==> config.mk <==
export PLATFORM = sky130hd
export DESIGN_NAME = preemptive_priority_scheduler
export DESIGN_NICKNAME = d
export VERILOG_FILES = /design/src/rtl/pps_pkg.sv /design/src/rtl/pps_store.sv /design/src/rtl/pps_scan.sv /design/src/rtl/preemptive_priority_scheduler.sv
export SDC_FILE = /design/constraint.sdc
export NUM_CORES = 2
export LEC_CHECK = 0
export ABC_AREA = 1
export BUFFER_PORTS_ARGS = -buffer_cell sky130_fd_sc_hd__clkbuf_2
export CORE_MARGIN = 3
export CORE_UTILIZATION = 30
export CTS_BUF_LIST = sky130_fd_sc_hd__clkbuf_2
export CTS_CLUSTER_DIAMETER = 80
export DETAILED_ROUTE_END_ITERATION = 8
export PLACE_DENSITY = 0.42
export SYNTH_ARGS = -nofsm -noshare
export SYNTH_HDL_FRONTEND = slang
export SYNTH_HIERARCHICAL = 1
export SYNTH_SLANG_ARGS = --single-unit
==> constraint.sdc <==
create_clock -name i_clk -period 11.8 [get_ports i_clk]
set_input_delay 0.59 -clock i_clk [delete_from_list [all_inputs] [get_ports i_clk]]
set_output_delay 0.59 -clock i_clk [all_outputs]
set_load 0.05 [all_outputs]
==> src/rtl/pps_pkg.sv <==
`default_nettype none

package pps_pkg;

    localparam int MAX_PROCS_DEF = 32;

    localparam int ARR_W  = 16;
    localparam int BUR_W  = 8;
    localparam int PRI_W  = 8;
    localparam int TIME_W = 17;
    localparam int PIDX_W = 5;

    localparam logic [TIME_W-1:0] TIME_MAX = {TIME_W{1'b1}};

    // one stored process as written at load
    typedef struct packed {
        logic [ARR_W-1:0] arr;
        logic [BUR_W-1:0] bur;
        logic [PRI_W-1:0] prio;
    } t_proc;

    // outcome of one pass over the process table
    typedef struct packed {
        logic              found;
        logic [ARR_W-1:0]  arr;
        logic [TIME_W-1:0] min_arr;
    } t_scan_res;

    typedef enum logic [2:0] {
        S_LOAD,
        S_SCAN,
        S_SCAN_END,
        S_RUN,
        S_UPDATE,
        S_OREAD,
        S_OWAIT,
        S_OSEND
    } t_state;

endpackage

`default_nettype wire

==> src/rtl/pps_store.sv <==
`default_nettype none

module pps_store #(
    parameter int DEPTH = pps_pkg::MAX_PROCS_DEF,
    parameter int IDX_W = 5
) (
    input  wire logic                       i_clk,
    // process table
    input  wire logic                       i_ap_we,
    input  wire logic [IDX_W-1:0]           i_ap_waddr,
    input  wire pps_pkg::t_proc             i_ap_wdata,
    input  wire logic                       i_ap_re,
    input  wire logic [IDX_W-1:0]           i_ap_raddr,
    output      pps_pkg::t_proc             o_ap_rdata,
    // remaining service
    input  wire logic                       i_rem_we,
    input  wire logic [IDX_W-1:0]           i_rem_waddr,
    input  wire logic [pps_pkg::BUR_W-1:0]  i_rem_wdata,
    input  wire logic                       i_rem_re,
    input  wire logic [IDX_W-1:0]           i_rem_raddr,
    output      logic [pps_pkg::BUR_W-1:0]  o_rem_rdata,
    // turnaround
    input  wire logic                       i_ta_we,
    input  wire logic [IDX_W-1:0]           i_ta_waddr,
    input  wire logic [pps_pkg::TIME_W-1:0] i_ta_wdata,
    input  wire logic                       i_ta_re,
    input  wire logic [IDX_W-1:0]           i_ta_raddr,
    output      logic [pps_pkg::TIME_W-1:0] o_ta_rdata
);

    pps_pkg::t_proc             r_ap_mem  [DEPTH];
    logic [pps_pkg::BUR_W-1:0]  r_rem_mem [DEPTH];
    logic [pps_pkg::TIME_W-1:0] r_ta_mem  [DEPTH];

    always_ff @(posedge i_clk) begin
        if (i_ap_we) begin
            r_ap_mem[i_ap_waddr] <= i_ap_wdata;
        end
        if (i_ap_re) begin
            o_ap_rdata <= r_ap_mem[i_ap_raddr];
        end
    end

    always_ff @(posedge i_clk) begin
        if (i_rem_we) begin
            r_rem_mem[i_rem_waddr] <= i_rem_wdata;
        end
        if (i_rem_re) begin
            o_rem_rdata <= r_rem_mem[i_rem_raddr];
        end
    end

    always_ff @(posedge i_clk) begin
        if (i_ta_we) begin
            r_ta_mem[i_ta_waddr] <= i_ta_wdata;
        end
        if (i_ta_re) begin
            o_ta_rdata <= r_ta_mem[i_ta_raddr];
        end
    end

endmodule

`default_nettype wire

==> src/rtl/pps_scan.sv <==
`default_nettype none

module pps_scan #(
    parameter int IDX_W = 5
) (
    input  wire logic                       i_clk,
    input  wire logic                       i_clr,
    input  wire logic                       i_vld,
    input  wire logic [IDX_W-1:0]           i_idx,
    input  wire logic                       i_fin,
    input  wire logic [pps_pkg::ARR_W-1:0]  i_arr,
    input  wire logic [pps_pkg::PRI_W-1:0]  i_prio,
    input  wire logic [pps_pkg::TIME_W-1:0] i_sim_time,
    output      pps_pkg::t_scan_res         o_res,
    output      logic [IDX_W-1:0]           o_idx
);

    logic                       r_found;
    logic [IDX_W-1:0]           r_idx;
    logic [pps_pkg::ARR_W-1:0]  r_arr;
    logic [pps_pkg::PRI_W-1:0]  r_prio;
    logic [pps_pkg::TIME_W-1:0] r_min_arr;

    logic [pps_pkg::TIME_W-1:0] w_arr_ext;
    logic                       w_ready;
    logic                       w_take;
    logic                       w_new_min;

    assign w_arr_ext = pps_pkg::TIME_W'(i_arr);
    assign w_ready   = !i_fin && (w_arr_ext <= i_sim_time);
    // strict compare keeps the lowest index on equal priority
    assign w_take    = i_vld && w_ready && (!r_found || (i_prio < r_prio));
    assign w_new_min = i_vld && !i_fin && (w_arr_ext < r_min_arr);

    always_ff @(posedge i_clk) begin
        if (i_clr) begin
            r_found   <= 1'b0;
            r_min_arr <= pps_pkg::TIME_MAX;
        end else begin
            if (w_take) begin
                r_found <= 1'b1;
            end
            if (w_new_min) begin
                r_min_arr <= w_arr_ext;
            end
        end
    end

    always_ff @(posedge i_clk) begin
        if (w_take) begin
            r_idx  <= i_idx;
            r_arr  <= i_arr;
            r_prio <= i_prio;
        end
    end

    assign o_res.found   = r_found;
    assign o_res.arr     = r_arr;
    assign o_res.min_arr = r_min_arr;
    assign o_idx         = r_idx;

endmodule

`default_nettype wire

==> src/rtl/preemptive_priority_scheduler.sv <==
`default_nettype none

// Preemptive priority scheduler. Processes are loaded one transaction per cycle
// (arrival, burst, priority); the transaction flagged last_process starts a
// unit-step simulation over the loaded set, always serving the arrived,
// unfinished process with the lowest priority value (lowest index on ties).
// After every process completes, one result transaction per process is sent
// in load order with turnaround and waiting times, last_result on the final
// one, and the block returns to loading. Each simulated time unit with work
// takes one pass of the shared compare unit over the process table (one
// entry per cycle through the table memory's read port, then the last
// entry's read data goes through the compare), then a read of the chosen
// process's remaining service and a write back of it. An idle gap before
// the next arrival is skipped in one pass. Each result is read through the
// registered reads of the table and turnaround memories, and the next one
// is not read until the current one is taken.
// o_stall is high from the start of simulation until the last result is taken.

module preemptive_priority_scheduler #(
    parameter int MAX_PROCS = pps_pkg::MAX_PROCS_DEF
) (
    input  wire logic                       i_clk,
    input  wire logic                       i_rst_n,
    // process input channel
    input  wire logic                       i_valid,
    output      logic                       o_stall,
    input  wire logic [pps_pkg::ARR_W-1:0]  i_arrival_time,
    input  wire logic [pps_pkg::BUR_W-1:0]  i_burst_length,
    input  wire logic [pps_pkg::PRI_W-1:0]  i_priority_level,
    input  wire logic                       i_last_process,
    // result output channel
    output      logic                       o_valid,
    input  wire logic                       i_stall,
    output      logic [pps_pkg::PIDX_W-1:0] o_process_index,
    output      logic [pps_pkg::TIME_W-1:0] o_waiting_time,
    output      logic [pps_pkg::TIME_W-1:0] o_turnaround_time,
    output      logic                       o_last_result
);

    localparam int IDX_W = (MAX_PROCS > 1) ? $clog2(MAX_PROCS) : 1;
    localparam int CNT_W = $clog2(MAX_PROCS + 1);

    // sequencer state
    pps_pkg::t_state r_state;
    pps_pkg::t_state n_state;

    // control registers
    logic [CNT_W-1:0]           r_load_cnt;
    logic [CNT_W-1:0]           r_done_cnt;
    logic [pps_pkg::TIME_W-1:0] r_sim_time;
    logic [MAX_PROCS-1:0]       r_fin;
    logic [IDX_W-1:0]           r_scan_idx;
    logic                       r_rd_vld;
    logic [IDX_W-1:0]           r_rd_idx;
    logic [IDX_W-1:0]           r_out_idx;
    logic                       r_o_valid;

    // output payload registers
    logic [IDX_W-1:0]           r_o_idx;
    logic [pps_pkg::TIME_W-1:0] r_o_wait;
    logic [pps_pkg::TIME_W-1:0] r_o_ta;
    logic                       r_o_last;

    // sequencer outputs
    logic                       w_in_acc;
    logic                       w_ap_re;
    logic [IDX_W-1:0]           w_ap_raddr;
    logic                       w_rem_re;
    logic                       w_scan_clr;
    logic                       w_upd;

    // datapath
    pps_pkg::t_proc             w_ap_wdata;
    pps_pkg::t_proc             w_ap_rdata;
    logic [pps_pkg::BUR_W-1:0]  w_rem_rdata;
    logic [pps_pkg::TIME_W-1:0] w_ta_rdata;
    pps_pkg::t_scan_res         w_sres;
    logic [IDX_W-1:0]           w_pick_idx;
    logic [CNT_W-1:0]           w_last_cnt;
    logic                       w_room;
    logic                       w_scan_last;
    logic                       w_out_last;
    logic [pps_pkg::BUR_W-1:0]  w_rem_new;
    logic                       w_finish;
    logic [pps_pkg::TIME_W-1:0] w_sim_next;
    logic [pps_pkg::TIME_W-1:0] w_ta_new;
    logic                       w_all_done;
    logic [pps_pkg::TIME_W-1:0] w_bur_ext;
    logic [pps_pkg::TIME_W-1:0] w_wait;
    logic [IDX_W+pps_pkg::PIDX_W-1:0] w_pidx_ext;

    assign w_last_cnt  = r_load_cnt - CNT_W'(1);
    assign w_room      = r_load_cnt < CNT_W'(MAX_PROCS);
    assign w_scan_last = CNT_W'(r_scan_idx) == w_last_cnt;
    assign w_out_last  = CNT_W'(r_out_idx) == w_last_cnt;

    // a zero burst is served as one unit
    assign w_ap_wdata.arr  = i_arrival_time;
    assign w_ap_wdata.bur  = (i_burst_length == '0) ? pps_pkg::BUR_W'(1) : i_burst_length;
    assign w_ap_wdata.prio = i_priority_level;

    // service step for the chosen process
    assign w_rem_new  = w_rem_rdata - pps_pkg::BUR_W'(1);
    assign w_finish   = (w_rem_new == '0);
    assign w_sim_next = (r_sim_time == pps_pkg::TIME_MAX) ? r_sim_time
                                                          : r_sim_time + pps_pkg::TIME_W'(1);
    assign w_ta_new   = w_sim_next - pps_pkg::TIME_W'(w_sres.arr);
    assign w_all_done = (r_done_cnt + CNT_W'(1)) == r_load_cnt;

    // result values
    assign w_bur_ext  = pps_pkg::TIME_W'(w_ap_rdata.bur);
    assign w_wait     = (w_ta_rdata >= w_bur_ext) ? (w_ta_rdata - w_bur_ext) : '0;
    assign w_pidx_ext = {{pps_pkg::PIDX_W{1'b0}}, r_o_idx};

    // next state
    always_comb begin
        n_state = r_state;
        unique case (r_state)
            pps_pkg::S_LOAD: begin
                if (i_valid && i_last_process) begin
                    n_state = pps_pkg::S_SCAN;
                end
            end
            pps_pkg::S_SCAN: begin
                if (w_scan_last) begin
                    n_state = pps_pkg::S_SCAN_END;
                end
            end
            pps_pkg::S_SCAN_END: begin
                n_state = pps_pkg::S_RUN;
            end
            pps_pkg::S_RUN: begin
                // no ready process: time jumps to the next arrival and we rescan
                n_state = w_sres.found ? pps_pkg::S_UPDATE : pps_pkg::S_SCAN;
            end
            pps_pkg::S_UPDATE: begin
                n_state = (w_finish && w_all_done) ? pps_pkg::S_OREAD : pps_pkg::S_SCAN;
            end
            pps_pkg::S_OREAD: begin
                n_state = pps_pkg::S_OWAIT;
            end
            pps_pkg::S_OWAIT: begin
                n_state = pps_pkg::S_OSEND;
            end
            pps_pkg::S_OSEND: begin
                if (!i_stall) begin
                    n_state = w_out_last ? pps_pkg::S_LOAD : pps_pkg::S_OREAD;
                end
            end
            default: begin
                n_state = pps_pkg::S_LOAD;
            end
        endcase
    end

    // sequencer outputs
    always_comb begin
        o_stall    = 1'b1;
        w_ap_re    = 1'b0;
        w_ap_raddr = r_scan_idx;
        w_rem_re   = 1'b0;
        w_scan_clr = 1'b0;
        w_upd      = 1'b0;
        unique case (r_state)
            pps_pkg::S_LOAD: begin
                o_stall = 1'b0;
            end
            pps_pkg::S_SCAN: begin
                w_ap_re    = 1'b1;
                w_scan_clr = (r_scan_idx == '0);
            end
            pps_pkg::S_RUN: begin
                w_rem_re = w_sres.found;
            end
            pps_pkg::S_UPDATE: begin
                w_upd = 1'b1;
            end
            pps_pkg::S_OREAD: begin
                w_ap_re    = 1'b1;
                w_ap_raddr = r_out_idx;
            end
            pps_pkg::S_SCAN_END, pps_pkg::S_OWAIT, pps_pkg::S_OSEND: begin
            end
            default: begin
            end
        endcase
    end

    assign w_in_acc = i_valid && !o_stall;

    always_ff @(posedge i_clk) begin
        if (!i_rst_n) begin
            r_state    <= pps_pkg::S_LOAD;
            r_load_cnt <= '0;
            r_done_cnt <= '0;
            r_sim_time <= '0;
            r_fin      <= '0;
            r_scan_idx <= '0;
            r_rd_vld   <= 1'b0;
            r_rd_idx   <= '0;
            r_out_idx  <= '0;
            r_o_valid  <= 1'b0;
        end else begin
            r_state  <= n_state;
            r_rd_vld <= (r_state == pps_pkg::S_SCAN);
            r_rd_idx <= r_scan_idx;

            if (r_state == pps_pkg::S_SCAN) begin
                r_scan_idx <= r_scan_idx + IDX_W'(1);
            end else begin
                r_scan_idx <= '0;
            end

            // a process beyond the table size is dropped
            if (w_in_acc && w_room) begin
                r_fin[r_load_cnt[IDX_W-1:0]] <= 1'b0;
                r_load_cnt <= r_load_cnt + CNT_W'(1);
            end

            if (r_state == pps_pkg::S_LOAD) begin
                r_out_idx <= '0;
            end

            if ((r_state == pps_pkg::S_RUN) && !w_sres.found) begin
                r_sim_time <= w_sres.min_arr;
            end

            if (w_upd) begin
                r_sim_time <= w_sim_next;
                if (w_finish) begin
                    r_fin[w_pick_idx] <= 1'b1;
                    r_done_cnt        <= r_done_cnt + CNT_W'(1);
                end
            end

            if (r_state == pps_pkg::S_OWAIT) begin
                r_o_valid <= 1'b1;
            end

            if ((r_state == pps_pkg::S_OSEND) && !i_stall) begin
                r_o_valid <= 1'b0;
                if (w_out_last) begin
                    // set done: ready for a fresh set from time zero
                    r_load_cnt <= '0;
                    r_done_cnt <= '0;
                    r_sim_time <= '0;
                    r_fin      <= '0;
                end else begin
                    r_out_idx <= r_out_idx + IDX_W'(1);
                end
            end
        end
    end

    always_ff @(posedge i_clk) begin
        if (r_state == pps_pkg::S_OWAIT) begin
            r_o_idx  <= r_out_idx;
            r_o_ta   <= w_ta_rdata;
            r_o_wait <= w_wait;
            r_o_last <= w_out_last;
        end
    end

    pps_store #(
        .DEPTH (MAX_PROCS),
        .IDX_W (IDX_W)
    ) u_store (
        .i_clk       (i_clk),
        .i_ap_we     (w_in_acc && w_room),
        .i_ap_waddr  (r_load_cnt[IDX_W-1:0]),
        .i_ap_wdata  (w_ap_wdata),
        .i_ap_re     (w_ap_re),
        .i_ap_raddr  (w_ap_raddr),
        .o_ap_rdata  (w_ap_rdata),
        .i_rem_we    ((w_in_acc && w_room) || w_upd),
        .i_rem_waddr (w_upd ? w_pick_idx : r_load_cnt[IDX_W-1:0]),
        .i_rem_wdata (w_upd ? w_rem_new : w_ap_wdata.bur),
        .i_rem_re    (w_rem_re),
        .i_rem_raddr (w_pick_idx),
        .o_rem_rdata (w_rem_rdata),
        .i_ta_we     (w_upd && w_finish),
        .i_ta_waddr  (w_pick_idx),
        .i_ta_wdata  (w_ta_new),
        .i_ta_re     (r_state == pps_pkg::S_OREAD),
        .i_ta_raddr  (r_out_idx),
        .o_ta_rdata  (w_ta_rdata)
    );

    // one table entry per cycle through the shared compare unit
    pps_scan #(
        .IDX_W (IDX_W)
    ) u_scan (
        .i_clk      (i_clk),
        .i_clr      (w_scan_clr),
        .i_vld      (r_rd_vld),
        .i_idx      (r_rd_idx),
        .i_fin      (r_fin[r_rd_idx]),
        .i_arr      (w_ap_rdata.arr),
        .i_prio     (w_ap_rdata.prio),
        .i_sim_time (r_sim_time),
        .o_res      (w_sres),
        .o_idx      (w_pick_idx)
    );

    assign o_valid           = r_o_valid;
    assign o_process_index   = w_pidx_ext[pps_pkg::PIDX_W-1:0];
    assign o_waiting_time    = r_o_wait;
    assign o_turnaround_time = r_o_ta;
    assign o_last_result     = r_o_last;

    // no new process is taken while a result is pending
    a_no_load_while_out: assert property (@(posedge i_clk) disable iff (!i_rst_n)
        o_valid |-> o_stall)
        else $error("input accepted while a result is pending");

    // completions never outrun the loaded set
    a_done_le_load: assert property (@(posedge i_clk) disable iff (!i_rst_n)
        r_done_cnt <= r_load_cnt)
        else $error("completed count exceeds loaded count");

    // a service step always has a chosen process behind it
    a_update_has_pick: assert property (@(posedge i_clk) disable iff (!i_rst_n)
        (r_state == pps_pkg::S_UPDATE) |-> w_sres.found)
        else $error("service step without a ready process");

    // the last result carries the last loaded index
    a_last_index: assert property (@(posedge i_clk) disable iff (!i_rst_n)
        (o_valid && o_last_result) |-> (CNT_W'(r_out_idx) == w_last_cnt))
        else $error("last result flag on wrong process");

    // taking the last result empties the set
    a_set_cleared: assert property (@(posedge i_clk) disable iff (!i_rst_n)
        (o_valid && !i_stall && o_last_result) |=> (r_load_cnt == '0))
        else $error("set not cleared after final result");

endmodule

`default_nettype wire
* Word level (Yosys, flattened, before mapping)
Memory sizes are Yosys's and may differ from the RTL's. A register that Yosys moved wholly into a read port is not among the register bits. Cells that the tools add are included.
Cells by class: add/sub/neg operators 9, multipliers 0, divide/modulo/power cells 0, order comparisons 10, equal/unequal tests 14, shift-type cells 0, muxes and demuxes 49, bitwise logic cells 4, reduce and logical (&&, ||, !) cells 27
Operators with widths (count):
- two-way mux 32 bit | 6
- two-way mux 17 bit | 5
- two-way mux 6 bit | 7
- bitwise AND 32 bit | 1
- NOT 32 bit | 1
- OR 32 bit | 1
- two-way mux 5 bit | 5
- one-hot mux 3 bit (8 select lines) | 1
- < comparator 5 x 6 -> 1 bit (second input constant) | 3
- two-way mux 3 bit | 6
- adder 17 x 1 -> 17 bit (second input constant) | 1
- equality test 17 bit (second input constant) | 1
- >= comparator 17 x 8 -> 1 bit | 1
- <= comparator 16 x 17 -> 1 bit | 1
- < comparator 16 x 17 -> 1 bit | 1
- subtractor 17 x 16 -> 17 bit | 1
- subtractor 17 x 8 -> 17 bit | 1
- logical NOT 8 bit | 2
- two-way mux 8 bit | 2
- logical AND 1 bit | 14
- two-way mux 1 bit | 14
- adder 6 x 1 -> 6 bit (second input constant) | 2
- equality test 3 bit (second input constant) | 4
- equality test 5 x 6 -> 1 bit | 2
- other kinds (20) | 30
Word-level totals: register bits 168, latch bits 0, memory bits (writable) 1824, bits in read-only memories 0, input port bits 37, output and inout bits 42, logic and storage cells 135, memories 3
Memories:
- u_store.r_ap_mem | depth 32, width 32, rd ports 1, clocked after memory_dff 1, write ports 1, RTL line pps_store.sv:31 | pps_pkg::t_proc r_ap_mem [DEPTH];
- u_store.r_ta_mem | depth 32, width 17, rd ports 1, clocked after memory_dff 1, write ports 1, RTL line pps_store.sv:33 | logic [pps_pkg::TIME_W-1:0] r_ta_mem [DEPTH];
- u_store.r_rem_mem | depth 32, width 8, rd ports 1, clocked after memory_dff 1, write ports 1, RTL line pps_store.sv:32 | logic [pps_pkg::BUR_W-1:0] r_rem_mem [DEPTH];

* Logic depth before layout (Yosys ltp)
word-level depth 13, gate-level depth with buffers 19, gate-level depth less buffers 19

* By module
The synthesis kept the hierarchy.
Modules (own cells, without submodules):
- pps_store | instances 1, cells an instance 6360, area each 75667.6 µm²
- preemptive_priority_scheduler | instances 1, cells an instance 1101, area each 7791.2 µm²
- pps_scan | instances 1, cells an instance 284, area each 2607.5 µm²

* Worst setup path after synthesis
Ideal clock, no wire load.
path type reg-to-reg, start point register r_state[0], end point register u_store/o_ap_rdata[10] (netlist name), data arrival time 3.993 ns, data required time 11.547 ns, setup slack 7.554 ns, cell stages (with the launch flop) 18, buffers on the path 4, cell sequence dfxtp_1 > inv_1 > nor2_1 > inv_1 > nor2_1 > clkbuf_1 > nand2_1 > o21ai_0 > buf_2 > buf_4 > clkbuf_1 > nand3_1 > nand3_1 > nand2_1 > nand2_1 > nand2_1 > nand2_1 > nand2_1
On the way: word-level cells in the longest chain between the ends 3, elaborated cells between the ends (all ways) 5, those cells by class eq/ne (2); mux (2); reduce/logical (1)
RTL lines:
- start: declaration | RTL line preemptive_priority_scheduler.sv:44 | pps_pkg::t_state r_state;
- start signal: assignment | RTL line preemptive_priority_scheduler.sv:193 | r_state <= pps_pkg::S_LOAD;
- start signal: assignment | RTL line preemptive_priority_scheduler.sv:204 | r_state <= n_state;
- equality test 3 x 1 -> 1 bit or equality test 3 bit (tied branches) | RTL line preemptive_priority_scheduler.sv:164 | unique case (r_state)
- OR reduction 2 bit (no source line) *
- two-way mux 1 bit * | RTL line preemptive_priority_scheduler.sv:164
- net w_ap_re | RTL line preemptive_priority_scheduler.sv:66 | logic w_ap_re;
The timed path passes the listed nets; every way through them passes the cells marked *. A chain may end at the register's enable or synchronous reset.

* Worst setup path in the final report
start point register r_state[0], end point register u_store/o_ap_rdata[28] (netlist name)
On the way: word-level cells in the longest chain between the ends 3, elaborated cells between the ends (all ways) 5, those cells by class eq/ne (2); mux (2); reduce/logical (1)
RTL lines (RTL line):
- equality test 3 x 1 -> 1 bit or equality test 3 bit (tied branches) | preemptive_priority_scheduler.sv:164
- OR reduction 2 bit (no source line) *
- two-way mux 1 bit * | preemptive_priority_scheduler.sv:164
- net w_ap_re | preemptive_priority_scheduler.sv:66
Marked as above.

==> flow_summary.yaml <==
grt:
  grt_pass1_vias: 59000
  gr-usage-met2_pct: 29.8
  use_met3_pct: 2.89
  grt_pass1_wl_um: 404000
  grt.busiest_layer: "met2"
  grt_max_degree: 200
  track_usage_pct: 18.4
  grt.overflow.total: 0
  antenna_found_initial: 24
  grt_use_met1_pct: 25.6
worst_setup_path:
  critPathMaxFanout: 65
  crit_arrival_ns: 6.96
  reg2reg_from: "r_state[0]$_SDFFE_PN0P_"
  required_ns: 13.14
  reg2reg_depth: 17
  crit_path_start: "r_state[0]$_SDFFE_PN0P_"
  r2r_end: "u_store/o_ap_rdata[28]$_DFFE_PP_"
  critPathCapture: "u_store/o_ap_rdata[28]$_DFFE_PP_"
  worst_setup_path_end_kind: "flop"
  critical_path.startpoint_type: "flop"
  crit_type: "reg -> reg"
  reg2reg_slack_ns: 6.18
floorplan:
  die_area_sq_um: 293000
  ios: 79
  die_w_um: 542
  start_util_pct: 30.2
  std_cell_rows: 196
  coreArea_sq_um: 285000
  die_y_um: 542
drt:
  drc: 0
  via_per_inst: 4.83
  drt_iter0_markers: 4731
  dr.pass1.iters: 5
  ant_nets: 0
  wl_per_cell_um: 22.5
  vias: 59700
  routed_wl_um: 278000
placed_design:
  port_buffers: 78
  place.gp.congestion: 0.790
  postPlaceCellArea_sq_um: 90700
  hpwlAfterDp_um: 142000
cts:
  htreeDepth: 6
  path_clk_slew_ns: 0.11
  cts.sinks: 2049
  clock-root-buffer: "clkbuf_2"
  worst_skew_pair.late_latency_ns: 1.71
  cts_tree: "built"
  clock_path_buffers: 4
  cts-buffers-inserted: 576
  ctsResizeCount: 0
logic_synthesis:
  ys_seq_elements: 2049
  syn_area_sq_um: 86100
  synthTopCellsByCount: "nand2_1, edfxtp_1, nand3_1, nor2_1"
  ys.flop_type: "edfxtp_1"
  ys_warn_count: 6
  synth_most_common_cell: "nand2_1"
  syn_avg_cell_area_sq_um: 11.1
  synth_cell_types: 50
  yosysSeqAreaShare_pct: 70.3
  synth_cells: 7745
  yosysTopAreaCell: "edfxtp_1"
  synth_nets: 7858
  synth_edf_count: 1950
  synthArstFlopShare_pct: 0
  netlist.area_leader.share_pct: 68.0
  synthTopCellsByArea: "edfxtp_1, nand2_1, nand3_1"
layout:
  fin_area_sq_um: 96700
  final_nets: 8306
  final_layout_size_suffix_gt1_share_pct: 14.7
  syn2layout_area_growth_pct: 12.3
timing:
  hold_violations: 0
  worst_pin_slew_ns: 1.18
  fin_crit_ns: 5.62
  slew_viol_final: 0
  whs_ns: 0.273
  max_slew_margin_pct: 21.3
  fmax_mhz: 178
  rsz0062_at_grt: "no"
  setup_viol_count_final: 0
  period_share_pct: 47.7
  finalSetupTns_ns: 0
  skew_ns: 0.209
pwr:
  p_per_area_nw_per_um2: 145
  vdd_drop_max_mv: 0.0632
  p_total_mw: 14.1
  power.leakage_nw: 36.0
worst_hold_path:
  hold_class: "in -> reg"
job:
  maxCapViolations: 0
run_status:
  status: "finished, final reports clean"
-- what timing repair did --
item | CTS | global route
hold endpoints to repair | 1262 | 0
buffers inserted | 0 | 0
hold buffers | 75 | 0
-- worst min path at each step --
stage | end | cells after the start | slack [ns] | startpoint
2_1_floorplan | u_scan/o_idx[3]$_DFFE_PP_ | 0 | 0.41 | r_rd_idx[3]$_SDFF_PN0_
3_3_place_gp | u_scan/o_idx[3]$_DFFE_PP_ | 0 | 0.42 | r_rd_idx[3]$_SDFF_PN0_
3_5_place_dp | u_scan/o_idx[3]$_DFFE_PP_ | 0 | 0.43 | r_rd_idx[3]$_SDFF_PN0_
4_1_cts | u_store/r_ap_mem[19][10]$_DFFE_PP_ | 2 | 0.02 | i_burst_length[2]
5_1_grt | u_store/r_ap_mem[4][12]$_DFFE_PP_ | 2 | 0.17 | i_burst_length[4]
6_report | u_store/r_ap_mem[18][10]$_DFFE_PP_ | 2 | 0.27 | i_burst_length[2]
-- through the flow --
stage,utilization [%],worst slack (ns),std cells
after CTS,33.9,6.05,12400
final,33.9,6.18,12400
after global routing,33.9,5.80,12400
after detailed placement,31.8,6.01,11300
after floorplan,-,7.55,7745
after global placement,31.8,6.08,11300
-- cells in the final DEF, fill, tap and decap left out, types with 7 or more instances in the layout --
cell,netlist,routed
dfxtp_1,99,95
xor2_2,0,13
diode_2,0,11
a21o_1,7,7
nor3_1,25,24
dlygate4sd3_1,0,75
ha_1,74,74
nor2_1,242,186
or2_0,28,28
a21oi_1,118,118
o21ai_0,103,93
bufinv_16,0,14
inv_2,13,24
buf_4,64,137
nor2_2,2,23
xor2_1,38,25
edfxtp_1,1950,1950
clkinv_2,0,7
nand4_1,14,14
clkinv_1,5,58
nand3_1,1508,1508
clkbuf_2,0,951
inv_1,208,205
o21ai_1,11,11
clkinvlp_4,0,8
nand2_1,2802,2802
nor2_4,2,37
o31ai_1,8,8
-- worst max-delay path, stage by stage, from the launching register on --
cell and delay [ns]:
dfxtp_1 0.43, inv_1 0.11, nor2_4 0.08, buf_4 0.62, inv_1 0.23, nor2_4 0.80, nand2_1 0.23, o21ai_4 0.11
buf_4 0.46, buf_4 0.72, buf_4 0.85, nand3_1 0.15, nand3_1 0.11, nand2_1 0.07, nand2_1 0.06, nand2_1 0.09
nand2_1 0.09, nand2_1 0.07
-- area by class of cell --
class	count	area (sq um)
multi-input cells	5043	23000
clock inverters	103	836
clock buffers	873	4370
inverters	227	903
repair buffers	296	2290
flip-flops and latches	2049	60600
fillers	29100	189000
diodes	11	27.5
well taps	3762	4710
-- where the power goes --
part | switching, mW | total (mW) | internal (mW)
clock | 3.05 | 5.31 | 2.25
sequential | 0.0607 | 8.08 | 8.01
combinational | 0.492 | 0.671 | 0.179
-- cell families after synthesis --
kind of cell	after synthesis	synth area share, %
AND/OR/NAND/NOR	4640	22.7
flip-flops	2049	70.3
buffers and inverters	653	3.60
AO/OA/AOI/OAI	282	1.78
adder cells (fa/ha/maj)	76	1.12
XOR/XNOR	45	0.458
-- per-layer routing --
metal  part of all wire, %  vias to the layer above
met4                   2.2                       14
met2                    47                     1749
met1                    46                    29500
met5                 0.037                        -
li1                      -                    28100
met3                   5.3                      429
-- state kept, by name (all words and copies together), names as in the netlist, 16 cells and up --
register,flops
r_sim_time,17
u_store/o_ta_rdata,17
o_waiting_time,17
u_scan/r_min_arr,17
r_fin,32
u_scan/r_arr,16
u_store/r_rem_mem,256
u_store/r_ap_mem,1024
o_turnaround_time,17
u_store/o_ap_rdata,32
u_store/r_ta_mem,544
No activity file was read; power rests on OpenSTA's default activity.
